==> config.mk <==
export PLATFORM = sky130hd
export DESIGN_NAME = software_timer_table_top
export DESIGN_NICKNAME = d
export VERILOG_FILES = /design/src/hw/rtl/stt_pkg.sv /design/src/hw/rtl/stt_ram.sv /design/src/hw/rtl/stt_age.sv /design/src/hw/rtl/software_timer_table_top.sv
export VERILOG_INCLUDE_DIRS = /design/src /design/src/hw/rtl
export SDC_FILE = /design/constraint.sdc
export NUM_CORES = 2
export LEC_CHECK = 0
export BUFFER_PORTS_ARGS = -buffer_cell sky130_fd_sc_hd__buf_2
export CORE_AREA = 3 3 490 492
export CTS_CLUSTER_SIZE = 24
export DETAILED_ROUTE_END_ITERATION = 6
export DIE_AREA = 0 0 493 495
export PLACE_DENSITY = 0.65
export SKIP_CTS_REPAIR_TIMING = 1
export SYNTH_ARGS = -nofsm -noshare
export SYNTH_HDL_FRONTEND = slang
export SYNTH_SLANG_ARGS = --single-unit
export TNS_END_PERCENT = 30
==> constraint.sdc <==
create_clock -name clock -period 7.5 [get_ports clock]
set_input_delay 1.5 -clock clock [delete_from_list [all_inputs] [get_ports clock]]
set_output_delay 1.5 -clock clock [all_outputs]
set_load 0.005 [all_outputs]
==> src/hw/rtl/software_timer_table_top_macros.svh <==
// ----------------------------------------------------------------------------
// Timer table assertion macros
// Immediate-cycle and next-cycle implication checks, empty when SYNTH is set.
// ----------------------------------------------------------------------------
`ifndef SOFTWARE_TIMER_TABLE_TOP_MACROS_SVH
`define SOFTWARE_TIMER_TABLE_TOP_MACROS_SVH

`ifndef SYNTH
// ante implies cons in the same cycle
`define STT_ASSERT_SAME(label, clk, rst, ante, cons) \
   label: assert property (@(posedge clk) disable iff (rst) (ante) |-> (cons)) \
      else $error("timer table: same-cycle check failed");
// ante implies cons in the next cycle
`define STT_ASSERT_NEXT(label, clk, rst, ante, cons) \
   label: assert property (@(posedge clk) disable iff (rst) (ante) |=> (cons)) \
      else $error("timer table: next-cycle check failed");
`else
`define STT_ASSERT_SAME(label, clk, rst, ante, cons)
`define STT_ASSERT_NEXT(label, clk, rst, ante, cons)
`endif

`endif

==> src/hw/rtl/stt_pkg.sv <==
// ----------------------------------------------------------------------------
// Timer table package
// Sizes, operation and reply codes, and the aging result type.
// ----------------------------------------------------------------------------
package stt_pkg;

   // slot table size; slot numbers are 5 bits wide
   localparam int NSLOT   = 32;
   localparam int SLOT_W  = 5;
   localparam int DELAY_W = 31;
   localparam int TIME_W  = 32;

   typedef logic [1:0] opcode_type;
   localparam opcode_type OP_SET    = 2'd0;
   localparam opcode_type OP_CHANGE = 2'd1;
   localparam opcode_type OP_DELETE = 2'd2;
   localparam opcode_type OP_UPDATE = 2'd3;

   typedef logic [1:0] kind_type;
   localparam kind_type RK_SET    = 2'd0;
   localparam kind_type RK_CHANGE = 2'd1;
   localparam kind_type RK_EXPIRY = 2'd2;

   // outcome of aging one slot
   typedef struct packed {
      logic              expired;
      logic [TIME_W-1:0] rem_next;
   } age_res_type;

endpackage

==> src/hw/rtl/stt_ram.sv <==
// ----------------------------------------------------------------------------
// Simple dual-port RAM
// One write port, one read port with registered read data.
// ----------------------------------------------------------------------------
module stt_ram #(
   parameter int WIDTH = 32,
   parameter int DEPTH = 32
) (
   input  logic                     clock,
   input  logic                     wr_en,
   input  logic [$clog2(DEPTH)-1:0] wr_addr,
   input  logic [WIDTH-1:0]         wr_data,
   input  logic                     rd_en,
   input  logic [$clog2(DEPTH)-1:0] rd_addr,
   output logic [WIDTH-1:0]         rd_data
);

   logic [WIDTH-1:0] mem_ff [DEPTH];
   logic [WIDTH-1:0] rd_data_ff;

   // write port
   always_ff @(posedge clock) begin
      if (wr_en) begin
         mem_ff[wr_addr] <= wr_data;
      end
   end

   // read port, read data registered when rd_en is high
   always_ff @(posedge clock) begin
      if (rd_en) begin
         rd_data_ff <= mem_ff[rd_addr];
      end
   end

   assign rd_data = rd_data_ff;

endmodule

==> src/hw/rtl/stt_age.sv <==
// ----------------------------------------------------------------------------
// Slot aging
// Subtracts elapsed time from one slot, reloads periodic slots, saturates.
// ----------------------------------------------------------------------------
module stt_age (
   input  logic [stt_pkg::TIME_W-1:0]  remaining,
   input  logic [stt_pkg::DELAY_W-1:0] reload,
   input  logic [stt_pkg::TIME_W-1:0]  elapsed,
   input  logic                        one_shot,
   output stt_pkg::age_res_type        result
);
   import stt_pkg::*;

   localparam int AW = TIME_W + 3;

   logic [AW-1:0] diff;
   logic [AW-1:0] reloaded;
   logic [AW-1:0] value;
   logic          below_min;

   // signed remainder minus unsigned elapsed, kept wide
   assign diff = {{3{remaining[TIME_W-1]}}, remaining} - {3'b000, elapsed};

   // periodic slot that went negative gets its interval added back
   assign reloaded = diff + {{(AW-DELAY_W){1'b0}}, reload};
   assign value    = (diff[AW-1] && !one_shot) ? reloaded : diff;

   // only the lower bound can be exceeded
   assign below_min = value[AW-1] && (value[AW-2:TIME_W-1] != '1);

   assign result.expired  = diff[AW-1];
   assign result.rem_next = below_min ? {1'b1, {(TIME_W-1){1'b0}}}
                                      : value[TIME_W-1:0];

endmodule

==> src/hw/rtl/software_timer_table_top.sv <==
// ----------------------------------------------------------------------------
// Software timer table
// Slot table with set, change, delete and time-update commands.
// ----------------------------------------------------------------------------
// Usage:
//   A command item is taken on a rising edge with start high and busy low.
//   Set returns one reply with the lowest free slot (ok 0 when full), change
//   returns one reply (ok 0 for an inactive slot), delete returns nothing.
//   Set, change and delete keep busy low; their reply is registered and
//   is on the rsp_ ports in the cycle after the item is taken.
//   An update holds busy high through the walk, a flush state and a done
//   state: the walk reads one slot per cycle through the single read port
//   of the remaining-time memory, the flush state ages the last slot and the
//   done state releases the final expiry. Expiry items come out in ascending
//   slot order, at most one per cycle; rsp_last marks the command's final item.
//   Each rsp_strobe pulse lasts one cycle and the receiver cannot stall it.
//   Reset frees every slot and clears the stored time to zero; the
//   memories need no clearing since a slot is always written before it
//   becomes active.
// ----------------------------------------------------------------------------
`include "software_timer_table_top_macros.svh"

module software_timer_table_top (
   input  logic                         clock,
   input  logic                         reset,
   input  logic                         start,
   output logic                         busy,
   input  logic [1:0]                   req_opcode,
   input  logic [stt_pkg::DELAY_W-1:0]  req_delay_ms,
   input  logic                         req_one_shot,
   input  logic [stt_pkg::SLOT_W-1:0]   req_slot_select,
   input  logic [stt_pkg::TIME_W-1:0]   req_now_ms,
   output logic                         rsp_strobe,
   output logic [1:0]                   rsp_reply_kind,
   output logic [stt_pkg::SLOT_W-1:0]   rsp_slot_id,
   output logic                         rsp_ok,
   output logic                         rsp_last
);
   import stt_pkg::*;

   typedef enum logic [3:0] {
      ST_IDLE  = 4'b0001,
      ST_WALK  = 4'b0010,
      ST_FLUSH = 4'b0100,
      ST_DONE  = 4'b1000
   } state_type;

   state_type          state_ff, state_in;
   logic [SLOT_W-1:0]  idx_ff, idx_in;
   logic [NSLOT-1:0]   active_ff, active_in;
   logic [NSLOT-1:0]   oneshot_ff, oneshot_in;
   logic [TIME_W-1:0]  prev_ff, prev_in;
   logic [TIME_W-1:0]  elapsed_ff, elapsed_in;
   logic               proc_vld_ff, proc_vld_in;
   logic [SLOT_W-1:0]  proc_slot_ff, proc_slot_in;
   logic               pend_vld_ff, pend_vld_in;
   logic [SLOT_W-1:0]  pend_slot_ff, pend_slot_in;
   logic               rsp_strobe_ff, rsp_strobe_in;
   kind_type           rsp_kind_ff, rsp_kind_in;
   logic [SLOT_W-1:0]  rsp_slot_ff, rsp_slot_in;
   logic               rsp_ok_ff, rsp_ok_in;
   logic               rsp_last_ff, rsp_last_in;

   logic               accept;
   opcode_type         op;
   logic               free_found;
   logic [SLOT_W-1:0]  free_slot;
   logic               rem_we;
   logic [SLOT_W-1:0]  rem_wa;
   logic [TIME_W-1:0]  rem_wd;
   logic               rel_we;
   logic [SLOT_W-1:0]  rel_wa;
   logic               rd_en;
   logic [TIME_W-1:0]  rem_rd;
   logic [DELAY_W-1:0] rel_rd;
   age_res_type        age;
   logic               expire;

   assign busy   = (state_ff != ST_IDLE);
   assign accept = start && !busy;
   assign op     = req_opcode;

   // lowest free slot
   always_comb begin
      free_found = 1'b0;
      free_slot  = '0;
      for (int i = NSLOT - 1; i >= 0; i--) begin
         if (!active_ff[i]) begin
            free_found = 1'b1;
            free_slot  = SLOT_W'(i);
         end
      end
   end

   // memory ports: set writes both memories at accept, change writes the reload memory, the walk writes back aged slots
   assign rem_we = (accept && (op == OP_SET) && free_found) || proc_vld_ff;
   assign rem_wa = proc_vld_ff ? proc_slot_ff : free_slot;
   assign rem_wd = proc_vld_ff ? age.rem_next : {1'b0, req_delay_ms};
   assign rel_we = accept && (((op == OP_SET) && free_found) ||
                              ((op == OP_CHANGE) && active_ff[req_slot_select]));
   assign rel_wa = (op == OP_SET) ? free_slot : req_slot_select;
   assign rd_en  = (state_ff == ST_WALK);

   stt_ram #(.WIDTH(TIME_W), .DEPTH(NSLOT)) u_rem_ram (
      .clock   (clock),
      .wr_en   (rem_we),
      .wr_addr (rem_wa),
      .wr_data (rem_wd),
      .rd_en   (rd_en),
      .rd_addr (idx_ff),
      .rd_data (rem_rd)
   );

   stt_ram #(.WIDTH(DELAY_W), .DEPTH(NSLOT)) u_rel_ram (
      .clock   (clock),
      .wr_en   (rel_we),
      .wr_addr (rel_wa),
      .wr_data (req_delay_ms),
      .rd_en   (rd_en),
      .rd_addr (idx_ff),
      .rd_data (rel_rd)
   );

   stt_age u_age (
      .remaining (rem_rd),
      .reload    (rel_rd),
      .elapsed   (elapsed_ff),
      .one_shot  (oneshot_ff[proc_slot_ff]),
      .result    (age)
   );

   assign expire = proc_vld_ff && age.expired;

   // sequencer and slot flags
   always_comb begin
      state_in     = state_ff;
      idx_in       = idx_ff;
      active_in    = active_ff;
      oneshot_in   = oneshot_ff;
      prev_in      = prev_ff;
      elapsed_in   = elapsed_ff;
      proc_vld_in  = 1'b0;
      proc_slot_in = proc_slot_ff;
      case (state_ff)
         ST_IDLE: begin
            if (accept) begin
               case (op)
                  OP_SET: begin
                     if (free_found) begin
                        active_in[free_slot]  = 1'b1;
                        oneshot_in[free_slot] = req_one_shot;
                     end
                  end
                  OP_DELETE: begin
                     active_in[req_slot_select] = 1'b0;
                  end
                  OP_UPDATE: begin
                     elapsed_in = req_now_ms - prev_ff;
                     prev_in    = req_now_ms;
                     idx_in     = '0;
                     state_in   = ST_WALK;
                  end
                  default: begin
                  end
               endcase
            end
         end
         ST_WALK: begin
            // issue read of slot idx, age it next cycle
            proc_vld_in  = active_ff[idx_ff];
            proc_slot_in = idx_ff;
            idx_in       = idx_ff + 1'b1;
            if (idx_ff == SLOT_W'(NSLOT - 1)) begin
               state_in = ST_FLUSH;
            end
         end
         ST_FLUSH: begin
            state_in = ST_DONE;
         end
         ST_DONE: begin
            state_in = ST_IDLE;
         end
         default: begin
            state_in = ST_IDLE;
         end
      endcase
      // expired one-shot slot frees itself
      if (expire && oneshot_ff[proc_slot_ff]) begin
         active_in[proc_slot_ff] = 1'b0;
      end
   end

   // replies; an expiry is held in the pending register until the next expiry or the done state so that last can be set
   always_comb begin
      rsp_strobe_in = 1'b0;
      rsp_kind_in   = rsp_kind_ff;
      rsp_slot_in   = rsp_slot_ff;
      rsp_ok_in     = rsp_ok_ff;
      rsp_last_in   = rsp_last_ff;
      pend_vld_in   = pend_vld_ff;
      pend_slot_in  = pend_slot_ff;
      if (accept && (op == OP_SET)) begin
         rsp_strobe_in = 1'b1;
         rsp_kind_in   = RK_SET;
         rsp_slot_in   = free_found ? free_slot : '0;
         rsp_ok_in     = free_found;
         rsp_last_in   = 1'b1;
      end else if (accept && (op == OP_CHANGE)) begin
         rsp_strobe_in = 1'b1;
         rsp_kind_in   = RK_CHANGE;
         rsp_slot_in   = req_slot_select;
         rsp_ok_in     = active_ff[req_slot_select];
         rsp_last_in   = 1'b1;
      end else if (expire) begin
         if (pend_vld_ff) begin
            rsp_strobe_in = 1'b1;
            rsp_kind_in   = RK_EXPIRY;
            rsp_slot_in   = pend_slot_ff;
            rsp_ok_in     = 1'b1;
            rsp_last_in   = 1'b0;
         end
         pend_vld_in  = 1'b1;
         pend_slot_in = proc_slot_ff;
      end else if ((state_ff == ST_DONE) && pend_vld_ff) begin
         rsp_strobe_in = 1'b1;
         rsp_kind_in   = RK_EXPIRY;
         rsp_slot_in   = pend_slot_ff;
         rsp_ok_in     = 1'b1;
         rsp_last_in   = 1'b1;
         pend_vld_in   = 1'b0;
      end
   end

   // control registers
   always_ff @(posedge clock) begin
      if (reset) begin
         state_ff      <= ST_IDLE;
         idx_ff        <= '0;
         active_ff     <= '0;
         oneshot_ff    <= '0;
         prev_ff       <= '0;
         proc_vld_ff   <= 1'b0;
         pend_vld_ff   <= 1'b0;
         rsp_strobe_ff <= 1'b0;
      end else begin
         state_ff      <= state_in;
         idx_ff        <= idx_in;
         active_ff     <= active_in;
         oneshot_ff    <= oneshot_in;
         prev_ff       <= prev_in;
         proc_vld_ff   <= proc_vld_in;
         pend_vld_ff   <= pend_vld_in;
         rsp_strobe_ff <= rsp_strobe_in;
      end
   end

   // payload registers
   always_ff @(posedge clock) begin
      elapsed_ff   <= elapsed_in;
      proc_slot_ff <= proc_slot_in;
      pend_slot_ff <= pend_slot_in;
      rsp_kind_ff  <= rsp_kind_in;
      rsp_slot_ff  <= rsp_slot_in;
      rsp_ok_ff    <= rsp_ok_in;
      rsp_last_ff  <= rsp_last_in;
   end

   assign rsp_strobe     = rsp_strobe_ff;
   assign rsp_reply_kind = rsp_kind_ff;
   assign rsp_slot_id    = rsp_slot_ff;
   assign rsp_ok         = rsp_ok_ff;
   assign rsp_last       = rsp_last_ff;

   // checks
   `STT_ASSERT_SAME(a_pend_in_walk, clock, reset, pend_vld_ff, busy)
   `STT_ASSERT_NEXT(a_update_walks, clock, reset, accept && (op == OP_UPDATE), state_ff == ST_WALK)
   `STT_ASSERT_SAME(a_last_empties, clock, reset, rsp_strobe_ff && rsp_last_ff, !pend_vld_ff)
   `STT_ASSERT_SAME(a_proc_in_walk, clock, reset, proc_vld_ff, (state_ff == ST_WALK) || (state_ff == ST_FLUSH))

endmodule
; After elaboration in Yosys (flattened, before gate mapping)
; Memory sizes are Yosys's and may differ from the RTL's. A register that Yosys moved wholly into a read port is not among the register bits.
; Cells that the tools add are included.
[op_classes]
n_reduce_logical = 35
n_lt_le_gt_ge = 7
eq_ne = 16
addsub = 4
n_bitwise = 8
mux = 122
[ops]
columns = cell, count
row1 = $mux W5, 42
row2 = $mux W32, 6
row3 = $and A32 B32 Y32, 2
row4 = $not A32 Y32, 2
row5 = $pmux W32 S2, 1
row6 = $mux W1, 57
row7 = $add A35 B31 Y35, 1
row8 = $mux W35, 1
row9 = $sub A32 B33 Y34, 1
row10 = $bwmux W32, 1
row11 = $or A32 B32 Y32, 1
row12 = $sub A32 B32 Y32, 1
row13 = $lt A5 B6 Y1 const B, 4
row14 = $bmux W1 S5, 3
row15 = $demux W1 S5, 3
row16 = $ge A5 B1 Y1 const B, 3
row17 = $logic_and A1 B1 Y1, 15
row18 = $reduce_and A3 Y1, 5
row19 = $mux W4, 3
row20 = $pmux W4 S3, 1
row21 = $pmux W5 S2, 1
row22 = $mux W2, 3
row23 = $reduce_and A2 Y1, 3
row24 = $add A5 B1 Y5 const B, 1
row25 = 22 further kinds, 31
[totals]
input_bits = 74
mem_bits_rw = 2016
mem_count = 2
out_inout_bits = 11
register_bits = 159
word_cells = 210
[memory_table]
columns = memory, depth, word_bits, read_ports, rd_clocked_by_memory_dff, wr, line_no
row1 = u_rem_ram.mem_ff, 32, 32, 1, 1, 1, stt_ram.sv:18  ; logic [WIDTH-1:0] mem_ff [DEPTH];
row2 = u_rel_ram.mem_ff, 32, 31, 1, 1, 1, stt_ram.sv:18

; Depth between registers and ports, before layout
[depth]
ltp_word = 43
ltp_mapped = 23
ltp_nobuf = 21

; Cells and area by module
; From an unflattened synthesis, not the netlist that was laid out.
[hier_totals]
cells_unflattened = 6107
hier_area_um2 = 93875.0
[by_module_without_submodules]
columns = module, area_each_um2, seq_area_each_um2, cells_each, instances
row1 = stt_ram at u_rem_ram, 40805.4, 31710.4, 2260, 1
row2 = stt_ram at u_rel_ram, 39474.1, 30719.5, 2192, 1
row3 = software_timer_table_top, 9530.4, 3663.5, 1051, 1
row4 = stt_age, 4065.1, 0.0, 604, 1

; Worst setup path after synthesis
; OpenSTA, ideal clock, no wires.
[synth_timing]
path_kind = flip-flop to flip-flop
startpoint = register u_rem_ram.rd_data_ff[0] (netlist: u_rem_ram.rd_data[0]), read port of u_rem_ram.mem_ff
endpoint = memory u_rem_ram.mem_ff[0][0] (data pin)
t_arrival_ns = 7.179
slack_ns = -0.435
required_ns = 6.744
stages_incl_launch_ff = 21
setup_ns = 0.756
period_less_slack_ns = 7.935
path_cell_list = edfxtp_1 > inv_1 > ha_1 > inv_1 > fa_1 > a211o_1 > a2111oi_2 > o21ai_1 > o2111a_1 > o41ai_1 > xnor2_1 > ha_1 > nand3_1 > nor2_1 > and3_1 > o2111ai_1 > a21oi_1 > o21ai_0 > o311ai_2 > a221oi_4 > a2111oi_0
[synth_between]
elab_chain_cells = 7
[synth_rtl]
columns = item, line_no
row1 = from (decl), stt_ram.sv:19  ; logic [WIDTH-1:0] rd_data_ff;
row2 = $sub A32 B33 Y34 *, stt_age.sv:22  ; assign diff = {{3{remaining[TIME_W-1]}}, remaining} - {3'b000, elapsed};
row3 = $add A35 B31 Y35 or $logic_and A1 B1 Y1 (tied branches), "stt_age.sv:25, stt_age.sv:26"
row4 = $mux W35 *, stt_age.sv:26  ; assign value = (diff[AW-1] && !one_shot) ? reloaded : diff;
row5 = $ne A3 B3 Y1, stt_age.sv:29  ; assign below_min = value[AW-1] && (value[AW-2:TIME_W-1] != '1);
row6 = $logic_and A1 B1 Y1, stt_age.sv:29
row7 = $mux W32 *, stt_age.sv:32  ; assign result.rem_next = below_min ? {1'b1, {(TIME_W-1){1'b0}}}
row8 = $mux W32 *, software_timer_table_top.sv:98  ; assign rem_wd = proc_vld_ff ? age.rem_next : {1'b0, req_delay_ms};
row9 = via rem_wd[0], software_timer_table_top.sv:70  ; logic [TIME_W-1:0] rem_wd;
row10 = to (decl), stt_ram.sv:18
; Mark *: on every way through the listed nets, which the timed path passes. The rest lies on a longest branch.

; Final worst setup path
[layout_timing]
startpoint = register u_rem_ram.rd_data_ff[0] (netlist: u_rem_ram.rd_data[0]), read port of u_rem_ram.mem_ff
endpoint = memory u_rem_ram.mem_ff[14][17] (data pin)
; Same word-level chain as after synthesis.

==> summary.txt <==
Worst setup path
  • Type of destination of the critical path: register
  • Crit path launch type: register
  • Reg-to-reg setup timing slack: about 940 ps
  • Worst Reg2Reg Path Length in Cells: 21
  • Critical setup path kind: register to register
  • Maximum fanout along the worst path: 32
  • Arr. time, crit path: between 7000 and 8000 ps
  • Launch point of the worst reg-to-reg path: u_rem_ram.rd_data[0]$_DFFE_PP_
  • Req. time, crit path: 8060 ps
  • Reg-to-Reg End: u_rem_ram.mem_ff[14][17]$_DFFE_PP_

Worst hold path
  • Worst hold-check path type: register to register
  • Worst hold path cell count: 2
  • Startpoint of the tightest hold check path: prev_ff[15]$_SDFFE_PP0P_
  • End point of the worst hold path: prev_ff[15]$_SDFFE_PP0P_

Clock tree
  • Clk pin slew, worst setup/hold paths: 60 ps
  • Buffer levels on the longest clock path: 3
  • Clk root buf: sky130_fd_sc_hd__clkbuf_16
  • Sinks on the clock net: ~2,200
  • Clock latency on the worst-skew pair: 900 ps
  • Number of buffers added by the clock tree synthesis step: 216
  • Maximum level of the CTS H-tree: 4
  • TritonCTS clock tree: yes

Global routing
  • Largest net degree at the start of global routing: about 140
  • Wire length of the first global-routing pass: 352,000 µm
  • Vias in the first global route: around 48,000
  • Total global-route track usage: 20.0%
  • Antenna violations before repair: 21
  • Residual overflow from global routing: 0

Die
  • Top-level port count: 85
  • Effective utilization at floorplan: 39.0%
  • Core footprint: 236,000 µm²
  • Y dimension of the die: roughly 500 µm
  • Full die area: 244,000 µm²
  • Chip Width: 493 µm
  • Std-Cell Rows: around 180

Finish
  • Sequential cell area: about 66,000 µm²
  • Top library cells by usage in the layout, fill and taps aside: 2,127 x sky130_fd_sc_hd__edfxtp_1, 654 x sky130_fd_sc_hd__mux4_2, 216 x sky130_fd_sc_hd__clkbuf_16, 203 x sky130_fd_sc_hd__nand2_1, 163 x sky130_fd_sc_hd__nor2_1
  • Share of layout cells above drive strength 1: roughly 27%
  • Core utilization of the finished layout: between 40% and 50%
  • Area Overhead vs Synth: 13.8%
  • Combined area of the multi-input logic cells: 25,300 µm²
  • Number of fill cells in the layout: between 15,000 and 20,000
  • Count of nets after finishing: 5,138
  • Most frequent standard cell in the layout excluding fill and tap cells: sky130_fd_sc_hd__edfxtp_1
  • Post-route standard cell area excluding fillers: 105,000 µm²

Drt
  • Routed Antenna Nets: 0
  • Drt via density: 5.86
  • Via count: around 49,000
  • Wire per inst: 29.6 µm
  • Detailed-routing iteration count for the pre-antenna-repair pass: 6
  • Final Routed Wirelength: approximately 250,000 µm
  • Initial detailed-routing violation count: 5,710
  • DRC Markers: 0

Outcome
  • Result of the run: finished clean

Power
  • Max VDD drop: around 0.00023 V
  • Leakage: 32.0 nW
  • Total Power: ~0.025 W
  • PD cells: 241 nW/µm²

Timing
  • Largest clock skew in the final design: 70.4 ps
  • Maximum operating frequency: 152 MHz
  • Worst-Margin Slew: 1250 ps
  • Final Max Slew Viols: 0
  • Summed negative setup slack over all endpoints: 0 ps
  • Headroom to the max-slew limit: about 16%
  • Worst-case hold slack: 459 ps
  • Number of hold violations in the final report: 0
  • Final-report setup violation count: 0
  • Final period util: between 80 and 90%
  • Min cycle time layout: 6560 ps
  • RSZ-0062 raised after global routing: no

Logic synthesis
  • Yosys synthesis warning count: 0
  • Async set or reset register ratio after synthesis: 0%
  • Number of flops mapped to enable cells by yosys: 2,127
  • Post-synthesis net count: 4,912
  • Count of cell types in the netlist: 78
  • Flip-flop cell with the highest count after synthesis: sky130_fd_sc_hd__edfxtp_1
  • Seq/Total Area, Yosys: 71.9%
  • Synthesized area per cell: between 15 and 20 µm²
  • FF+latch count, synth: 2,238
  • Synthesized netlist cell count: 4,738
  • Synthesized cell area: 91,900 µm²

Place
  • Placed instance area: about 100,000 µm²
  • Placer congestion estimate: 0.902
  • Count of buffers from port buffering: between 80 and 90
  • Post-DP HPWL: 145,000 µm

Flow run
  • Reported max-cap violation count: 0
worst max-delay path, cell delays in order, from the launching register on:
cell	delay, ps
sky130_fd_sc_hd__edfxtp_1	370
sky130_fd_sc_hd__inv_1	70
sky130_fd_sc_hd__ha_1	160
sky130_fd_sc_hd__inv_1	60
sky130_fd_sc_hd__fa_1	420
sky130_fd_sc_hd__a211o_1	350
sky130_fd_sc_hd__a2111oi_2	390
sky130_fd_sc_hd__o21ai_1	300
sky130_fd_sc_hd__o2111a_1	330
sky130_fd_sc_hd__o41ai_1	310
sky130_fd_sc_hd__xnor2_1	190
sky130_fd_sc_hd__ha_1	400
sky130_fd_sc_hd__nand3_1	90
sky130_fd_sc_hd__nor2_1	280
sky130_fd_sc_hd__nand2_1	90
sky130_fd_sc_hd__o21a_1	230
sky130_fd_sc_hd__o31ai_1	440
sky130_fd_sc_hd__inv_1	140
sky130_fd_sc_hd__a221oi_4	930
sky130_fd_sc_hd__buf_12	300
sky130_fd_sc_hd__a2111oi_4	70
sky130_fd_sc_hd__buf_4	280
through the flow:
| step | cells | setup WS, ps |
|---|---|---|
| 6_report | 8307 | 940 |
| 5_1_grt | 8303 | 592 |
| 4_1_cts | 8300 | 1070 |
| 3_5_place_dp | 7896 | 1100 |
| 3_3_place_gp | 7896 | 1100 |
| 2_1_floorplan | 4738 | 560 |
kinds of logic after synthesis:
group                    count (synthesis)  share of synthesized area, %
AO/OA/AOI/OAI                          530                          3.85
XOR/XNOR                                74                         0.705
adder cells (fa/ha/maj)                100                          1.39
buffers and inverters                  337                          1.40
flip-flops                            2238                          71.9
multiplexers                           759                          17.3
AND/OR/NAND/NOR                        700                          3.51
cell type report:
| type | instances | area share [%] |
|---|---|---|
| multi-input cells | 2163 | 24.2 |
| clock buffers | 255 | 5.31 |
| clock inverters | 149 | 1.42 |
| diodes | 7 | 0.0167 |
| inverters | 101 | 0.365 |
| flip-flops and latches | 2238 | 63.2 |
| repair buffers | 244 | 1.73 |
| well taps | 3150 | 3.77 |
Yosys cell counts (14+ instances only):
master                      count  area (µm²)
sky130_fd_sc_hd__a2111oi_2     15         225
sky130_fd_sc_hd__a211oi_1      28         210
sky130_fd_sc_hd__a21o_1        40         300
sky130_fd_sc_hd__a21oi_1      163         816
sky130_fd_sc_hd__a31oi_1       24         150
sky130_fd_sc_hd__and3_1        17         106
sky130_fd_sc_hd__buf_1         39         146
sky130_fd_sc_hd__clkbuf_1     188         706
sky130_fd_sc_hd__dfxtp_1      111        2220
sky130_fd_sc_hd__edfxtp_1    2127       63900
sky130_fd_sc_hd__ha_1          97        1210
sky130_fd_sc_hd__inv_1        100         375
sky130_fd_sc_hd__mux2_2        65         732
sky130_fd_sc_hd__mux2i_1       40         400
sky130_fd_sc_hd__mux4_2       654       14700
sky130_fd_sc_hd__nand2_1      203         762
sky130_fd_sc_hd__nand2b_1      24         150
sky130_fd_sc_hd__nand3_1       56         280
sky130_fd_sc_hd__nand4_1       24         150
sky130_fd_sc_hd__nor2_1       227         852
sky130_fd_sc_hd__nor2b_1       21         131
sky130_fd_sc_hd__nor3_1        45         225
sky130_fd_sc_hd__nor4_1        19         119
sky130_fd_sc_hd__o21a_1        28         210
sky130_fd_sc_hd__o21ai_0       97         485
sky130_fd_sc_hd__o31ai_1       16         120
sky130_fd_sc_hd__or3_1         14        87.6
sky130_fd_sc_hd__xnor2_1       39         342
sky130_fd_sc_hd__xor2_1        35         307
layer usage:
| layer | vias to the layer above | global-route usage, % | part of all wire (%) |
|---|---|---|---|
| li1 | 20100 | - | - |
| met1 | 26000 | 28.8 | 42 |
| met2 | 2311 | 31.3 | 47 |
| met3 | 300 | 3.63 | 8.5 |
| met4 | 10 | 5.31 | 2.5 |
| met5 | - | 0 | 0.025 |
sequential cells by signal, summed over array words and instances, names as in the netlist:
signal             cells
pend_vld_ff            1
state_ff               4
idx_ff                 5
u_rel_ram.rd_data     31
u_rel_ram.mem_ff     992
u_rem_ram.rd_data     32
rsp_slot_id            5
active_ff             32
rsp_reply_kind         2
proc_slot_ff           5
oneshot_ff            32
elapsed_ff            32
rsp_ok                 1
u_rem_ram.mem_ff    1024
prev_ff               32
proc_vld_ff            1
rsp_strobe             1
pend_slot_ff           5
rsp_last               1
report_power, final:
group          leakage, nW  switching, W  internal (W)  total [W]
Clock                 3.43       0.00474       0.00599     0.0107
Sequential            20.0     0.0000122        0.0137     0.0137
Combinational         8.52      0.000581      0.000231   0.000812
Total                 32.0       0.00534        0.0199     0.0253
worst max-delay path by stage:
stage	endpoint	depth (start not counted)	slack, ps	from
floorplan	u_rem_ram.mem_ff[0][0]$_DFFE_PP_	20	560	u_rem_ram.rd_data[0]$_DFFE_PP_
global placement	u_rem_ram.mem_ff[1][11]$_DFFE_PP_	22	1100	u_rem_ram.rd_data[0]$_DFFE_PP_
detailed placement	u_rem_ram.mem_ff[1][3]$_DFFE_PP_	21	1100	u_rem_ram.rd_data[0]$_DFFE_PP_
CTS	u_rem_ram.mem_ff[20][3]$_DFFE_PP_	21	1070	u_rem_ram.rd_data[0]$_DFFE_PP_
global route	u_rem_ram.mem_ff[13][20]$_DFFE_PP_	21	590	u_rem_ram.rd_data[0]$_DFFE_PP_
finish	u_rem_ram.mem_ff[14][17]$_DFFE_PP_	21	940	u_rem_ram.rd_data[0]$_DFFE_PP_
Note: power is estimated with default switching activity, not from simulation.
